File: src/rtl/core/sehm_pkg.sv
// Shared types, constants and the filter weight and update functions of the sensor health monitor.
package sehm_pkg;

    localparam int ALPHA_BITS = 10;
    localparam int ALPHA_W    = 11;
    localparam int WEIGHT_W   = ALPHA_BITS + 1;
    localparam int ALPHA_ONE  = 1 << ALPHA_BITS;

    localparam int GAS_W    = 8;
    localparam int TEMP_W   = 15;
    localparam int PRES_W   = 15;
    localparam int HEALTH_W = 7;
    localparam int LANE_W   = 16;

    localparam int IN_TDATA_W  = 40;
    localparam int OUT_TDATA_W = 48;
    localparam int CFG_IDX_W   = 1;

    localparam logic [GAS_W-1:0]           GAS_RESET    = 8'd50;
    localparam logic signed [TEMP_W-1:0]   TEMP_RESET   = 15'sd2500;
    localparam logic [PRES_W-1:0]          PRES_RESET   = 15'd10130;
    localparam logic [HEALTH_W-1:0]        HEALTH_MAX   = 7'd100;
    localparam logic [HEALTH_W-1:0]        HEALTH_DROP  = 7'd5;
    localparam logic [ALPHA_W-1:0]         ALPHA_RESET  = 11'd717;

    localparam logic signed [LANE_W-1:0]   GAS_MAX      = 16'sd100;
    localparam logic signed [LANE_W-1:0]   TEMP_MIN     = -16'sd1000;
    localparam logic signed [LANE_W-1:0]   TEMP_MAX     = 16'sd10000;
    localparam logic signed [LANE_W-1:0]   PRES_MIN     = 16'sd9000;
    localparam logic signed [LANE_W-1:0]   PRES_MAX     = 16'sd11000;

    typedef logic signed [LANE_W-1:0] lane_t;
    typedef logic [WEIGHT_W-1:0] weight_t;

    typedef enum logic [CFG_IDX_W-1:0] {
        REG_ENABLED      = 1'b0,
        REG_ALPHA_WEIGHT = 1'b1
    } cfg_reg_t;

    typedef struct packed {
        logic                advance;
        logic                enabled;
        logic [ALPHA_W-1:0]  alpha_weight;
    } core_ctrl_t;

    typedef struct packed {
        logic [PRES_W-1:0]         raw_pressure;
        logic signed [TEMP_W-1:0]  raw_temperature;
        logic [GAS_W-1:0]          raw_gas;
    } sample_t;

    // Weight of the new sample: one minus alpha, with alpha saturated at one
    function automatic weight_t new_weight(input logic [ALPHA_W-1:0] alpha);
        weight_t w;
        if (32'(alpha) > ALPHA_ONE)
            w = '0;
        else
            w = WEIGHT_W'(ALPHA_ONE - 32'(alpha));
        return w;
    endfunction

    // old + floor(w * (raw - old) / 2^ALPHA_BITS), equal to the weighted blend
    function automatic lane_t ema_step(input lane_t old, input lane_t raw, input weight_t w);
        logic signed [LANE_W:0]            diff;
        logic signed [WEIGHT_W+LANE_W+1:0] prod;
        logic signed [WEIGHT_W+LANE_W+1:0] shifted;
        logic signed [LANE_W:0]            sum;
        diff    = (LANE_W+1)'(raw) - (LANE_W+1)'(old);
        prod    = $signed({1'b0, w}) * diff;
        shifted = prod >>> ALPHA_BITS;
        sum     = (LANE_W+1)'(old) + shifted[LANE_W:0];
        return sum[LANE_W-1:0];
    endfunction

endpackage

File: src/rtl/core/sehm_core.sv
// Filter lanes, range check, health score and result register.
module sehm_core (
    input  logic                               clk,
    input  logic                               rst_n,
    input  sehm_pkg::core_ctrl_t               ctrl,
    input  sehm_pkg::sample_t                  sample,
    output logic [sehm_pkg::GAS_W-1:0]         gas_level,
    output logic signed [sehm_pkg::TEMP_W-1:0] temperature,
    output logic [sehm_pkg::PRES_W-1:0]        pressure,
    output logic [sehm_pkg::HEALTH_W-1:0]      health,
    output logic                               out_of_range
);
    import sehm_pkg::*;

    logic [GAS_W-1:0]          gas_reg,    gas_next;
    logic signed [TEMP_W-1:0]  temp_reg,   temp_next;
    logic [PRES_W-1:0]         pres_reg,   pres_next;
    logic [HEALTH_W-1:0]       health_reg, health_next;
    logic                      oor_reg,    oor_next;

    weight_t w;
    lane_t   gas_new, temp_new, pres_new;
    logic    breach;

    always_comb
    begin
        w        = new_weight(ctrl.alpha_weight);
        gas_new  = ema_step(lane_t'({1'b0, 7'd0, gas_reg}),
                            lane_t'({1'b0, 7'd0, sample.raw_gas}), w);
        temp_new = ema_step(lane_t'({temp_reg[TEMP_W-1], temp_reg}),
                            lane_t'({sample.raw_temperature[TEMP_W-1],
                                     sample.raw_temperature}), w);
        pres_new = ema_step(lane_t'({1'b0, pres_reg}),
                            lane_t'({1'b0, sample.raw_pressure}), w);

        breach = (gas_new > GAS_MAX) ||
                 (temp_new < TEMP_MIN) || (temp_new > TEMP_MAX) ||
                 (pres_new < PRES_MIN) || (pres_new > PRES_MAX);

        gas_next    = gas_reg;
        temp_next   = temp_reg;
        pres_next   = pres_reg;
        health_next = health_reg;
        oor_next    = oor_reg;

        if (ctrl.advance)
        begin
            oor_next = 1'b0;
            if (ctrl.enabled)
            begin
                gas_next  = gas_new[GAS_W-1:0];
                temp_next = temp_new[TEMP_W-1:0];
                pres_next = pres_new[PRES_W-1:0];
                oor_next  = breach;
                if (breach)
                    health_next = (health_reg >= HEALTH_DROP) ? health_reg - HEALTH_DROP : '0;
                else if (health_reg < HEALTH_MAX)
                    health_next = health_reg + 7'd1;
            end
        end
    end

    // The state doubles as the result payload: results always show the state after the tick
    always_ff @(posedge clk or negedge rst_n)
    begin
        if (!rst_n)
        begin
            gas_reg    <= GAS_RESET;
            temp_reg   <= TEMP_RESET;
            pres_reg   <= PRES_RESET;
            health_reg <= HEALTH_MAX;
            oor_reg    <= 1'b0;
        end
        else
        begin
            gas_reg    <= gas_next;
            temp_reg   <= temp_next;
            pres_reg   <= pres_next;
            health_reg <= health_next;
            oor_reg    <= oor_next;
        end
    end

    assign gas_level    = gas_reg;
    assign temperature  = temp_reg;
    assign pressure     = pres_reg;
    assign health       = health_reg;
    assign out_of_range = oor_reg;

    a_health_cap: assert property (@(posedge clk) disable iff (!rst_n)
        health_reg <= HEALTH_MAX)
        else $error("health score above its ceiling");

    a_hold_disabled: assert property (@(posedge clk) disable iff (!rst_n)
        ctrl.advance && !ctrl.enabled |=>
            $stable(gas_reg) && $stable(temp_reg) && $stable(pres_reg) &&
            $stable(health_reg) && !oor_reg)
        else $error("state moved on a disabled tick");

    a_drop_on_breach: assert property (@(posedge clk) disable iff (!rst_n)
        ctrl.advance && ctrl.enabled |=>
            (oor_reg && (health_reg == 7'd0 ||
                         health_reg == $past(health_reg) - HEALTH_DROP)) ||
            (!oor_reg && (health_reg == $past(health_reg) + 7'd1 ||
                          health_reg == HEALTH_MAX)))
        else $error("health update does not match the range flag");

    a_hold_idle: assert property (@(posedge clk) disable iff (!rst_n)
        !ctrl.advance |=> $stable(health_reg) && $stable(oor_reg) && $stable(gas_reg))
        else $error("result changed without a transfer");

endmodule

File: src/rtl/core/sensor_ema_health_monitor.sv
// Top level: stream handshake, input register, configuration registers.
// Path: a sample passes the input register, then the result register; m_tready can stall it.
// Throughput: one sample per cycle unless m_tready stalls the output; each tick's filter update
// finishes in the result stage, so the next sample sees the updated state without a bubble.
// Reset: enabled clears, alpha_weight returns to 717, filters to 50 / 25.00 C / 101.30 kPa,
// health to 100; no result is pending.
module sensor_ema_health_monitor (
    input  logic                                  clk,
    input  logic                                  rst_n,
    input  logic                                  s_tvalid,
    output logic                                  s_tready,
    input  logic [sehm_pkg::IN_TDATA_W-1:0]       s_tdata,   // raw_gas, raw_temperature, raw_pressure
    output logic                                  m_tvalid,
    input  logic                                  m_tready,
    output logic [sehm_pkg::OUT_TDATA_W-1:0]      m_tdata,   // gas_level, temperature, pressure, health
    output logic                                  m_tuser,   // out_of_range
    input  logic                                  cfg_valid,
    output logic                                  cfg_ready,
    input  logic [sehm_pkg::CFG_IDX_W-1:0]        cfg_index,
    input  logic [sehm_pkg::ALPHA_W-1:0]          cfg_data
);
    import sehm_pkg::*;

    logic                 in_valid_reg,  in_valid_next;
    sample_t              in_data_reg,   in_data_next;
    logic                 out_valid_reg, out_valid_next;
    logic                 enabled_reg,   enabled_next;
    logic [ALPHA_W-1:0]   alpha_reg,     alpha_next;

    logic                 load_out;
    logic                 advance;
    logic                 in_xfer;
    core_ctrl_t           ctrl;

    logic [GAS_W-1:0]          gas_level;
    logic signed [TEMP_W-1:0]  temperature;
    logic [PRES_W-1:0]         pressure;
    logic [HEALTH_W-1:0]       health;
    logic                      out_of_range;

    assign load_out  = !out_valid_reg || m_tready;
    assign advance   = in_valid_reg && load_out;
    assign s_tready  = !in_valid_reg || load_out;
    assign in_xfer   = s_tvalid && s_tready;
    assign cfg_ready = 1'b1;

    always_comb
    begin
        in_valid_next  = in_valid_reg;
        in_data_next   = in_data_reg;
        out_valid_next = out_valid_reg;
        enabled_next   = enabled_reg;
        alpha_next     = alpha_reg;

        if (advance)
            in_valid_next = 1'b0;
        if (in_xfer)
        begin
            in_valid_next = 1'b1;
            in_data_next  = sample_t'(s_tdata[GAS_W+TEMP_W+PRES_W-1:0]);
        end

        if (load_out)
            out_valid_next = in_valid_reg;

        if (cfg_valid)
        begin
            unique case (cfg_reg_t'(cfg_index))
                REG_ENABLED:      enabled_next = cfg_data[0];
                REG_ALPHA_WEIGHT: alpha_next   = cfg_data;
                default:          ;
            endcase
        end
    end

    always_ff @(posedge clk or negedge rst_n)
    begin
        if (!rst_n)
        begin
            in_valid_reg  <= 1'b0;
            out_valid_reg <= 1'b0;
            enabled_reg   <= 1'b0;
            alpha_reg     <= ALPHA_RESET;
        end
        else
        begin
            in_valid_reg  <= in_valid_next;
            out_valid_reg <= out_valid_next;
            enabled_reg   <= enabled_next;
            alpha_reg     <= alpha_next;
        end
    end

    always_ff @(posedge clk)
    begin
        in_data_reg <= in_data_next;
    end

    assign ctrl.advance      = advance;
    assign ctrl.enabled      = enabled_reg;
    assign ctrl.alpha_weight = alpha_reg;

    sehm_core u_core (
        .clk          (clk),
        .rst_n        (rst_n),
        .ctrl         (ctrl),
        .sample       (in_data_reg),
        .gas_level    (gas_level),
        .temperature  (temperature),
        .pressure     (pressure),
        .health       (health),
        .out_of_range (out_of_range)
    );

    assign m_tvalid = out_valid_reg;
    assign m_tdata  = {3'b000, health, pressure, temperature, gas_level};
    assign m_tuser  = out_of_range;

endmodule
File: config.mk
export PLATFORM = sky130hd
export DESIGN_NAME = sensor_ema_health_monitor
export DESIGN_NICKNAME = d
export VERILOG_FILES = /design/src/rtl/core/sehm_pkg.sv /design/src/rtl/core/sehm_core.sv /design/src/rtl/core/sensor_ema_health_monitor.sv
export SDC_FILE = /design/constraint.sdc
export NUM_CORES = 1
export LEC_CHECK = 0
export ABC_AREA = 1
export BUFFER_PORTS_ARGS = -buffer_cell sky130_fd_sc_hd__buf_2
export CAP_MARGIN = 15
export CORE_UTILIZATION = 48
export DETAILED_ROUTE_END_ITERATION = 16
export PLACE_DENSITY = 0.64
export SYNTH_ARGS = -nofsm -noshare
export SYNTH_HDL_FRONTEND = slang
export SYNTH_HIERARCHICAL = 1
export SYNTH_SLANG_ARGS = --single-unit
File: constraint.sdc
create_clock -name clk -period 8.6 [get_ports clk]
set_input_delay 2.15 -clock clk [delete_from_list [all_inputs] [get_ports clk]]
set_output_delay 2.15 -clock clk [all_outputs]
set_load 0.05 [all_outputs]
Word level (Yosys, flattened, before mapping)
Index checks and enable logic that the tools add are counted.
Word-level totals
  bits in registers: 98
  latch bits: 0
  bits in writable memories: 0
  memory bits (read-only): 0
  input port bits: 57
  output and inout bits: 52
  logic and storage cells: 56
  memories: 0
Operators by class
  add/subtract/negate cells: 9
  $mul: 3
  divide/modulo/power cells: 0
  order comparisons: 8
  equality and inequality tests: 0
  shift operators: 0
  muxes and demuxes: 7
  bitwise logic cells: 1
  reduce and logical (&&, ||, !) cells: 16
Operators by type and width (number)
  $mul A12 B16 Y26: 2
  $gt A16 B15 Y1 const B: 2
  $sub A15 B15 Y16: 2
  $mul A12 B9 Y21: 1
  $mux W7: 3
  $add A15 B16 Y16: 1
  $add A16 B16 Y16: 1
  $add A8 B16 Y16: 1
  $gt A16 B8 Y1 const B: 1
  $lt A16 B11 Y1 const B: 1
  $lt A16 B15 Y1 const B: 1
  $gt A11 B11 Y1 const B: 1
  $mux W11: 1
  $sub A11 B11 Y11 const A: 1
  $sub A8 B8 Y9: 1
  $add A7 B1 Y7 const B: 1
  $ge A7 B3 Y1 const B: 1
  $lt A7 B7 Y1 const B: 1
  $sub A7 B3 Y7 const B: 1
  $logic_or A1 B1 Y1: 6
  $reduce_and A2 Y1: 3
  $reduce_bool A2 Y1: 2
  $mux W1: 3
  $reduce_and A3 Y1: 1
  3 further kinds: 5

Longest topological paths before layout
Gate-level depths: netlist of the first run.
  depth after elaboration: 11
  mapped depth: 56
  mapped depth without buffers: 56

Modules after synthesis
The synthesis of the first run kept the hierarchy.
By module, submodules not included
  sehm_core: instances 1, cells an instance 2917, area an instance 21620.7 um2, sequential area each 1173.6 um2
  sensor_ema_health_monitor: instances 1, cells an instance 110, area an instance 1761.7 um2, sequential area each 1498.9 um2

Worst setup path after synthesis of the first run
OpenSTA, ideal clock, no wires.
  path kind: reg2reg
  from: register u_core.temp_reg[0] (netlist: u_core/temperature[0])
  to: register u_core.health_reg[0] (netlist: u_core/health[0])
  setup time: 0.119 ns
  data arrival time: 8.518 ns
  data required time: 8.481 ns
  path slack: -0.037 ns
  cell stages (with the launch flop): 51
  buffers on the path: 1
  period minus slack after synthesis: 8.637 ns
  cells stage by stage: dfrtp_1 ha_1 fa_1 o31ai_1 inv_1 o21ai_0 nand3_1 and2_1 inv_1 nand3_1 nand2_1 nand2_1 nand2_1 a21o_1 or2_2 nand2_1 inv_1 nand2_1 [... 15 more ...] xor2_1 ha_1 a21o_1 a31oi_1 o21ai_0 or2_2 nand2_1 inv_1 nand2_1 nand2_1 nand2_1 nand2_2 nor2_8 nand2_4 nand2_8 nand2_4 nand2_1 nand2_1
Between the ends
  word-level cells in the longest chain between the ends: 10
  elaborated cells on any way between the ends: 12
  classes of those cells: 2 x add/sub; 1 x mul; 2 x order compare; 1 x mux; 6 x reduce/logical
RTL lines
  start: declaration: line sehm_core.sv:16  | logic signed [TEMP_W-1:0] temp_reg, temp_next;
  start signal: assignment: line sehm_core.sv:77  | temp_reg <= temp_next;
  $sub A15 B15 Y16: line sehm_pkg.sv:68  | diff = (LANE_W+1)'(raw) - (LANE_W+1)'(old);
  $mul A12 B16 Y26: line sehm_pkg.sv:69  | prod = $signed({1'b0, w}) * diff;
  $add A16 B16 Y16 (*): line sehm_pkg.sv:71  | sum = (LANE_W+1)'(old) + shifted[LANE_W:0];
  $lt A16 B11 Y1: line sehm_core.sv:37  | (temp_new < TEMP_MIN) || (temp_new > TEMP_MAX) ||
  $logic_or A1 B1 Y1: line sehm_core.sv:36  | breach = (gas_new > GAS_MAX) ||
  $logic_or A1 B1 Y1 (*) (2 in a row): line sehm_core.sv:37
  $logic_or A1 B1 Y1 (*): line sehm_core.sv:38  | (pres_new < PRES_MIN) || (pres_new > PRES_MAX);
  $reduce_bool A2 Y1 (no source line)
  $reduce_and A3 Y1 (no source line)
  end signal: assignment: line sehm_core.sv:79  | health_reg <= health_next;
  end: declaration: line sehm_core.sv:18  | logic [HEALTH_W-1:0] health_reg, health_next;
Mark *: on every way between the ends. The rest lies on a longest branch, timed or not.
A chain may end at the register's enable or synchronous reset.

Worst setup path in the final report of the first run
  from: register u_core.temp_reg[0] (netlist: u_core/temperature[0])
  to: register u_core.health_reg[4] (netlist: u_core/health[4])
The elaborated chain is that of the path after synthesis.

==> metrics.txt, run 1 <==
post-synthesis sequential area ratio 0.114; Core Region 47800 um2; slowest CP cell fa_1; Worst-Margin Slew between 0.8 and 0.9 ns; I/O Buffers 102; placed cell count 4017; failing checks setup timing; CP Class flop to flop; Final WS setup -0.00696 ns; crit-path max FO 7; max frequency about 0.12 GHz; Max-Cap Viols 0; Total GRT Usage 0.278; Clock Latency Late Sink 0.38 ns; antenna-violating nets left 0; die width around 220 um; Root Driver clkbuf_16; nets 4163; die area 49600 um2; yosys warns 6; Max Buffers Root-to-Sink 2; Sink Count 98; Finished Layout Cells 4112; CP dominant cell by count nand2_2; Cells after Synth 3027; count of final setup violators 2; Post-Synth Adder-Cell Area 0.448; worst stage delay on the critical path approximately 0.56 ns; H-tree levels 3; final period utilization 1.00; # DRC 0; GP Congestion 0.898; XOR/XNOR Fraction of Synth Area 0.0408; RSZ-0062 raised after global routing true; IO Pins 109; Setup Skew 0.00745 ns; drt wl/cell about 16 um; max reg flops 38; multi-input logic area 19600 um2; total grt overflow 0; area share of the largest cell type after synthesis 0.319; fillers just over 4000; Critical Path RT 8.86 ns; Slew Viols, Final 0; Setup Slack @ Placement -0.763 ns; number of DRC markers in iteration 0 1232; CTS tree built; Simple-Gate Fraction of Synth Area 0.209; post-DR vias/cell 5.15; placed wire-length estimate 54800 um; Fin. Hold Viols 0; Synth area leader fa_1; largest net degree at the start of global routing 61; flops & latches, synth 98; Synth Cell Area 23400 um2; initial antenna violation count 0; Setup crit end kind flop; Slew headroom 0.408; Hold Path Class flop to flop; final WL between 60000 and 70000 um; post-synthesis compound-gate area fraction 0.0616; die height 223 um; Pre-Repair DR Iteration Count 5; # rows 80; starting density of the core 0.489; mux cell area share after synthesis 0; largest family of logic cells by synthesized area adder cells; mean post-synth cell area 7.72 um2; fraction of layout cells with a size suffix above 1 0.263; Tmin final 8.61 ns; vias in the first global route 21800; largest cells by area after synthesis fa_1 (32%), ha_1 (13%), nand2_1 (12%), inv_1 (11%), edfxtp_1 (4.9%); Final Util 0.622; via count ~21000; status finished, violations left; Reg area approximately 2700 um2; startpoint types flop; Unique masters post-synth 55; hold slack ~0.5 ns; CTS buffer count 9; global-route wire length before repair 110000 um; area growth from synthesis to layout 27.2%; Worst EP arrival roughly 8.9 ns; clock slew at reported path FFs about 0.07 ns; n_diodes 0
metal layers:
layer / up-vias / GRT usage / part of all wire
li1: 10000 / - / -
met1: 10400 / 0.377 / 0.43
met2: 602 / 0.472 / 0.49
met3: 111 / 0.0263 / 0.049
met4: 0 / 0.0805 / 0.027
met5: - / 0 / 0
metrics by stage:
stage                     TNS (ns)  cell area, um2
after floorplan                  0           23400
after global placement       -4.12           27000
after detailed placement     -5.84           27000
after CTS                        0           28500
after global routing         -2.60           29700
final                      -0.0108           29700
layout make-up:
class	count	area share
clock buffers	10	0.00770
clock inverters	6	0.00164
inverters	718	0.0917
multi-input cells	2159	0.660
flip-flops and latches	98	0.0899
well taps	615	0.0259
repair buffers	506	0.123
placed cells by master (no fill, tap or decap), drive strengths merged, types with 17 or more instances in the layout:
| cell type | count |
|---|---|
| nor3 | 17 |
| fa | 373 |
| nand2 | 741 |
| xnor2 | 31 |
| nand3 | 125 |
| buf | 506 |
| inv | 709 |
| ha | 241 |
| edfxtp | 38 |
| nor2 | 243 |
| a21oi | 113 |
| o21ai | 87 |
| dfrtp | 36 |
| dfstp | 24 |
| xor2 | 78 |
logic make-up after synthesis:
logic type,Yosys count
xor+xnor,109
simple gates,1173
other cells,2
fa+ha+maj,614
buf+inv,774
compound gates,257
flops,98
critical path: cells and delay by family, from the launching register on:
| kind | cells | cell delay, ns |
|---|---|---|
| buf+inv | 7 | 0.73 |
| fa+ha+maj | 9 | 3.58 |
| xor+xnor | 3 | 0.64 |
| simple gates | 23 | 2.21 |
| compound gates | 4 | 0.85 |
| flops | 1 | 0.43 |
worst paths after layout:
path,from,to,slack (ns),cells after the start
setup / recovery,u_core/temperature[0],u_core/health[4],-0.007,46
hold / removal,in_valid_reg,m_tvalid,0.49,2
setup reg to reg,u_core/temperature[0],u_core/health[4],-0.007,46
hold reg to reg,in_valid_reg,m_tvalid,0.49,2
max in group asynchronous,rst_n,u_core/temperature[0],6.03,2
min in group asynchronous,rst_n,u_core/health[4],1.96,2
synthesized netlist by cell type (all sizes together):
| library cell | count |
|---|---|
| clkbuf | 47 |
| nor4 | 6 |
| ha | 241 |
| nand3 | 125 |
| conb | 2 |
| clkinv | 14 |
| o31ai | 3 |
| o21ai | 87 |
| a311oi | 2 |
| o2111ai | 1 |
| inv | 704 |
| nand3b | 12 |
| xor2 | 78 |
| a211oi | 5 |
| a21boi | 1 |
| nor2 | 243 |
| o211ai | 7 |
| dfrtp | 36 |
| a31oi | 12 |
| o311ai | 1 |
| xnor2 | 31 |
| dfstp | 24 |
| and3 | 1 |
| nand4 | 11 |
| nand2 | 739 |
| fa | 373 |
| a21oi | 113 |
| nand2b | 1 |
| a221oi | 2 |
| o21bai | 9 |
| nor3 | 17 |
| a21o | 10 |
| o21a | 3 |
| or2 | 15 |
| edfxtp | 38 |
| buf | 9 |
| a31o | 1 |
| and2 | 2 |
| nor3b | 1 |
repair_timing:
action | in CTS | in global routing
resized for setup | 191 | 224
hold buffers | 0 | 0
cloned | 2 | 0
pin swaps | 136 | 194
setup buffers | 47 | 32
setup endpoints to repair | 10 | 9
Power of run 1 is not shown: default switching activity piles up to over one toggle a cycle in this logic, so the estimate is an artifact.
==> run 2: changes to the inputs <==
- SYNTH_HIERARCHICAL: 1 -> default
==> run 2 against run 1 <==
Register-to-register slack lost 0.21 ns. The run still ends with setup timing left. Largest cell class unchanged. Synthesized cell count is 3.7% lower. Synthesized area down 2.1%. Sequential share of layout area increased by 0.48 points. Via count down 4.1%. Maximum frequency fell by 2.3%. Flip-flop and latch count stayed put. Clock skew increased by 0.0041 ns. First-iteration DRC count increased by 12%. Worst setup slack worse by 0.21 ns.
==> metrics.txt, run 2 <==
crit path buf inv count 13 (+6); Setup Slack @ Placement -0.894 ns (-0.132 ns); CTS tree built; final WL 64200 um (-5.2%); # DRC 0 (unchanged); nets 4025 (-3.3%); Cells after Synth 2915 (-3.7%); Worst-Margin Slew 0.842 ns (-0.0460 ns); crit-path max FO 7 (unchanged); Post-synth EDFFs 38 (unchanged); Root Driver clkbuf_16; starting density of the core 0.489 (+0.000713); Hold Path Class flop to flop; Top Family by Delay on Critical Path adder cells; I/O Buffers 102 (unchanged); Sink Count 98 (unchanged); Setup Skew 0.0116 ns (+0.00411 ns); final period utilization 1.02 (+0.0238); Synth Cell Area 22900 um2 (-2.1%); largest net degree at the start of global routing 61 (unchanged); failing checks setup timing; die width 220 um (-1.1%); antenna-violating nets left 0 (unchanged); drt wl/cell 16.2 um (-1.7%); post-route cell area 28300 um2 (-4.9%); CP dominant cell by count nand2_1; Max-Cap Viols 0 (unchanged); Final Util 0.605 (-0.0164); Max Buffers Root-to-Sink 2 (unchanged); IO Pins 109 (unchanged); area growth from synthesis to layout 23.7%; via count 20300 (-4.1%); global-route wire length before repair 105000 um (-4.6%); commonest non-fill, non-tap cell in the layout inv_1; vias in the first global route 20600 (-5.3%); post-synthesis sequential area ratio 0.117 (+0.00250); Total GRT Usage 0.276 (-0.00241); Slew headroom 0.439 (+0.0307); fillers 4180 (+0.50%); largest cells by area after synthesis fa_1 (33%), ha_1 (13%), inv_1 (11%), nand2_1 (11%), edfxtp_1 (5.0%); H-tree levels 3 (unchanged); count of final setup violators 8 (+6); fraction of layout cells with a size suffix above 1 0.232 (-0.0308); slowest CP cell fa_1; initial antenna violation count 3 (+3); most frequent cells after synthesis inv_1 (678), nand2_1 (649), fa_1 (373), nor2_1 (257), ha_1 (242); yosys warns 0 (-6); main flop type after synthesis edfxtp_1; top-count cell post-synth inv_1; number of DRC markers in iteration 0 1378 (+12%); CTS Hold Bufs 0 (unchanged); Final WS setup -0.212 ns (-0.205 ns); asr flop ratio synth 0.612 (unchanged); CTS buffer count 9 (unchanged); Core Region 46800 um2 (-2.3%); mean post-synth cell area 7.85 um2 (+1.6%); # rows 79 (-1.3%); CP Class flop to flop; Cell Area, Placed 26700 um2 (-1.1%); area share of the largest cell type after synthesis 0.326 (+0.00698); Tmin final 8.81 ns (+0.205 ns); max reg flops 38 (unchanged); Unique masters post-synth 51 (-7.3%); RSZ-0062 raised after global routing true; Slew Viols, Final 0 (unchanged); Clock Latency Late Sink 0.37 ns (about the same); worst stage delay on the critical path 0.51 ns (-0.05 ns); Setup crit end kind flop; Synth area leader fa_1; status finished, violations left; most frequent cells in the layout inv_1 (659), nand2_1 (602), fa_1 (365), buf_4 (365), nor2_1 (235); startpoint types flop; die area 48500 um2 (-2.1%); Pre-Repair DR Iteration Count 6 (+1); Fin. Hold Viols 0 (unchanged); Critical Path RT 8.91 ns (+0.05 ns); post-DR vias/cell 5.13 (-0.54%); GP Congestion 0.926 (+3.1%); flops & latches, synth 98 (unchanged); clock slew at reported path FFs 0.08 ns (about the same); Worst EP arrival 9.12 ns (+0.25 ns); total grt overflow 0 (unchanged); placed wire-length estimate 53900 um (-1.7%); max frequency 0.113 GHz (-2.3%); die height 220 um (-1.1%)
[run 2: changes by cell type after synthesis, sizes merged, moves of 4 or more]
cell | previous run | this run
nand4 | 11 | 22
nand3 | 125 | 95
a21oi | 113 | 126
mux2 | 0 | 6
clkinv | 14 | 10
inv | 704 | 682
nor2 | 243 | 262
nand2 | 739 | 659
xor2 | 78 | 71
[run 2: kinds of logic (layout without fill, tap and decap cells)]
| logic type | count (synthesis) | count (layout) | synth area share |
|---|---|---|---|
| xor+xnor | 105 | 105 | 0.0402 |
| buf+inv | 745 | 1186 | 0.123 |
| flops | 98 | 98 | 0.117 |
| simple gates | 1087 | 1087 | 0.196 |
| fa+ha+maj | 615 | 615 | 0.459 |
| other cells | 2 | 5 | 0.000328 |
| mux | 6 | 6 | 0.00295 |
| compound gates | 257 | 257 | 0.0619 |
[run 2: per-layer routing]
metal	global-route usage	part of all wire	wire length, um
met5	0	0.00036	23
met4	0.0660	0.021	1340
met3	0.0333	0.061	3930
met2	0.449	0.47	30300
met1	0.391	0.45	28600
[run 2: worst paths after layout]
check	cells past startpoint	end	start	slack, ns
setup / recovery	56	u_core.health[2]	in_data_reg[23]	-0.21
hold / removal	2	u_core.gas_level[5]	u_core.gas_level[5]	0.52
setup reg to reg	56	u_core.health[2]	in_data_reg[23]	-0.21
hold reg to reg	2	u_core.gas_level[5]	u_core.gas_level[5]	0.52
max in group asynchronous	2	u_core.temperature[1]	rst_n	6.03
min in group asynchronous	2	u_core.pressure[12]	rst_n	1.94
[run 2: worst min-delay path, delay by kind of cell (launching register included)]
family          cells  cell delay, ns
flops               1            0.39
compound gates      1            0.07
simple gates        1            0.06
[run 2: area by class of cell]
cell class                      instances  area [um2]  area share
Multi-Input combinational cell       2074       18500       0.654
Timing Repair Buffer                  478        3440       0.122
Sequential cell                        98        2680      0.0947
Inverter                              692        2610      0.0921
Tap cell                              607         759      0.0268
Clock buffer                            9         225     0.00796
Clock inverter                          7        73.8     0.00261
Antenna cell                            1        2.50   0.0000884
[run 2: through the flow]
| stage | TNS, ns | hold slack [ns] | cells |
|---|---|---|---|
| after detailed placement | -7.14 | 0.467 | 3916 |
| after floorplan | 0 | 0.479 | 2917 |
| final | -1.55 | 0.519 | 3966 |
| after CTS | -1.78 | 0.502 | 3951 |
| after global routing | -4.70 | 0.549 | 3965 |
| after global placement | -5.46 | 0.466 | 3916 |
[run 2: repair_timing]
| action | 4_1_cts | 5_1_grt |
|---|---|---|
| endpoints found under the setup margin | 13 | 13 |
| gates resized for setup | 113 | 146 |
| pin swaps | 77 | 114 |
| buffers inserted | 20 | 15 |
Power of run 2 is left out for the same reason.
==> run 3: changes to the inputs <==
- PLACE_DENSITY: 0.64 -> 0.62
- clock period: 8.6 -> 9.8 ns (I/O delays scaled with it)
==> run 3 against run 2 <==
The flow now finishes without violations. Non-clock buffer count down 300. Clock skew up 0.0016 ns. Final area down 11%. Sequential share of layout area up 1.2 points. Maximum frequency down 5.2%. Die area unchanged. Utilization down 6.9 points. Global-route usage down 1.3 points. Largest cell class unchanged.
==> metrics.txt, run 3 (same netlist as run 2, synthesis figures left out) <==
r2r setup slk 0.50 ns (+0.71 ns); fillers 4455 (+6.6%); startpoint types flop; GP Congestion 0.925 (-0.12%); CTS Hold Bufs 0 (unchanged); CTS tree built; worst stage delay on the critical path 0.51 ns (about the same); die area 48500 um2 (unchanged); count of final setup violators 0 (-8); Max Buffers Root-to-Sink 2 (unchanged); Setup Skew 0.0131 ns (+0.00157 ns); Setup TNS Final 0 ns (+1.55 ns); Pre-Repair DR Iteration Count 6 (unchanged); Finished Layout Cells 3665 (-7.6%); Root Driver clkbuf_16; area growth from synthesis to layout 9.54%; I/O Buffers 102 (unchanged); Sink Count 98 (unchanged); CTS buffer count 9 (unchanged); IO Pins 109 (unchanged); initial antenna violation count 0 (-3); commonest non-fill, non-tap cell in the layout inv_1; H-tree levels 3 (unchanged); starting density of the core 0.489 (unchanged); nets 3725 (-7.5%); origin of the critical flop-to-flop path in_data_reg[23]; R2R cell count 46 (-18%); Slew headroom 0.418 (-0.0210); placed cell count 3638 (-7.1%); Fin. Hold Viols 0 (unchanged); most frequent cells in the layout inv_1 (676), nand2_1 (642), fa_1 (372); antenna-violating nets left 0 (unchanged); Total GRT Usage 0.262 (-0.0135); Critical Path RT 10.06 ns (+1.15 ns); max reg flops 38 (unchanged); via count 19000 (-6.7%); final WL 60000 um (-6.5%); crit-path max FO 9 (+2); slowest CP cell fa_1; crit path to u_core.health[4]; worst reg2reg path endpoint u_core.health[4]; Clock Latency Late Sink 0.38 ns (about the same); Hold Path Class flop to flop; total grt overflow 0 (unchanged); Critical path origin in_data_reg[23]; die height 220 um (unchanged); max frequency 0.108 GHz (-5.2%); # rows 79 (unchanged); post-DR vias/cell 5.17 (+0.91%); Tmin final 9.30 ns (+0.488 ns); Slew Viols, Final 0 (unchanged); CP Class flop to flop; # DRC 0 (unchanged); vias in the first global route 19600 (-5.1%); final period utilization 0.949 (-0.0757); fraction of layout cells with a size suffix above 1 0.105 (-0.127); Final Util 0.536 (-0.0692); status complete, no violations; placed wire-length estimate 50700 um (-5.9%); Setup crit end kind flop; clock slew at reported path FFs 0.08 ns (about the same); Max-Cap Viols 0 (unchanged); n_diodes 0 (-1); Worst EP arrival 9.56 ns (+0.44 ns); global-route wire length before repair 98900 um (-5.4%); die width 220 um (unchanged); Worst-Margin Slew 0.873 ns (+0.0314 ns); Core Region 46800 um2 (unchanged); drt wl/cell 16.4 um (+1.1%); number of DRC markers in iteration 0 1182 (-14%); largest net degree at the start of global routing 61 (unchanged)
run 3: cell count changes in the layout (fill, tap and decap cells not counted), moves of 19 or more:
cell	previous run	this run
nand2_1	602	642
buf_4	365	76
nand2_2	42	13
ha_4	27	7
a21oi_1	94	119
a21oi_2	28	7
ha_1	215	234
run 3: how the worst min path moves through the flow:
stage	startpoint	to	slack, ns	cells after the start
floorplan	in_valid_reg	m_tvalid	0.48	2
global placement	u_core.out_of_range	u_core.out_of_range	0.46	2
detailed placement	u_core.out_of_range	u_core.out_of_range	0.47	2
CTS	u_core.out_of_range	u_core.out_of_range	0.49	2
global route	u_core.out_of_range	u_core.out_of_range	0.50	2
finish	u_core.out_of_range	u_core.out_of_range	0.48	2
run 3: layout make-up:
cell class | count | area (um2) | area share
Clock buffer | 9 | 225 | 0.00899
Clock inverter | 7 | 51.3 | 0.00205
Inverter | 692 | 2610 | 0.104
Multi-Input combinational cell | 2074 | 17700 | 0.705
Sequential cell | 98 | 2670 | 0.107
Tap cell | 607 | 759 | 0.0303
Timing Repair Buffer | 178 | 1080 | 0.0431
run 3: worst max-delay path: cells and delay by family, from the launching register on:
family / cells / cell delay [ns]
buffers and inverters: 7 / 0.59
flip-flops: 1 / 0.37
adder cells (fa/ha/maj): 9 / 3.55
XOR/XNOR: 2 / 0.66
AND/OR/NAND/NOR: 16 / 2.15
AO/OA/AOI/OAI: 12 / 1.82
run 3: timing repair:
| action | in CTS | in global routing |
|---|---|---|
| endpoints found under the hold margin | 0 | 0 |
| gates resized for setup | 0 | 57 |
| endpoints found under the setup margin | 0 | 8 |
| buffers inserted | 0 | 10 |
run 3: through the flow:
| stage | worst slack (ns) | hold slack [ns] | instance area, um2 |
|---|---|---|---|
| after floorplan | 1.02 | 0.479 | 22900 |
| after global placement | 0.172 | 0.459 | 24400 |
| after detailed placement | 0.0952 | 0.467 | 24400 |
| after CTS | 0.00168 | 0.486 | 24700 |
| after global routing | -0.0984 | 0.495 | 25100 |
| final | 0.500 | 0.477 | 25100 |
run 3: routing by layer:
metal	share of wire	track usage	up-vias	wire, um
li1	-	-	9064	-
met1	0.45	0.362	9327	27000
met2	0.47	0.433	489	28000
met3	0.058	0.0330	82	3470
met4	0.027	0.0731	0	1640
met5	0	0	-	0
Power of run 3 is left out for the same reason.
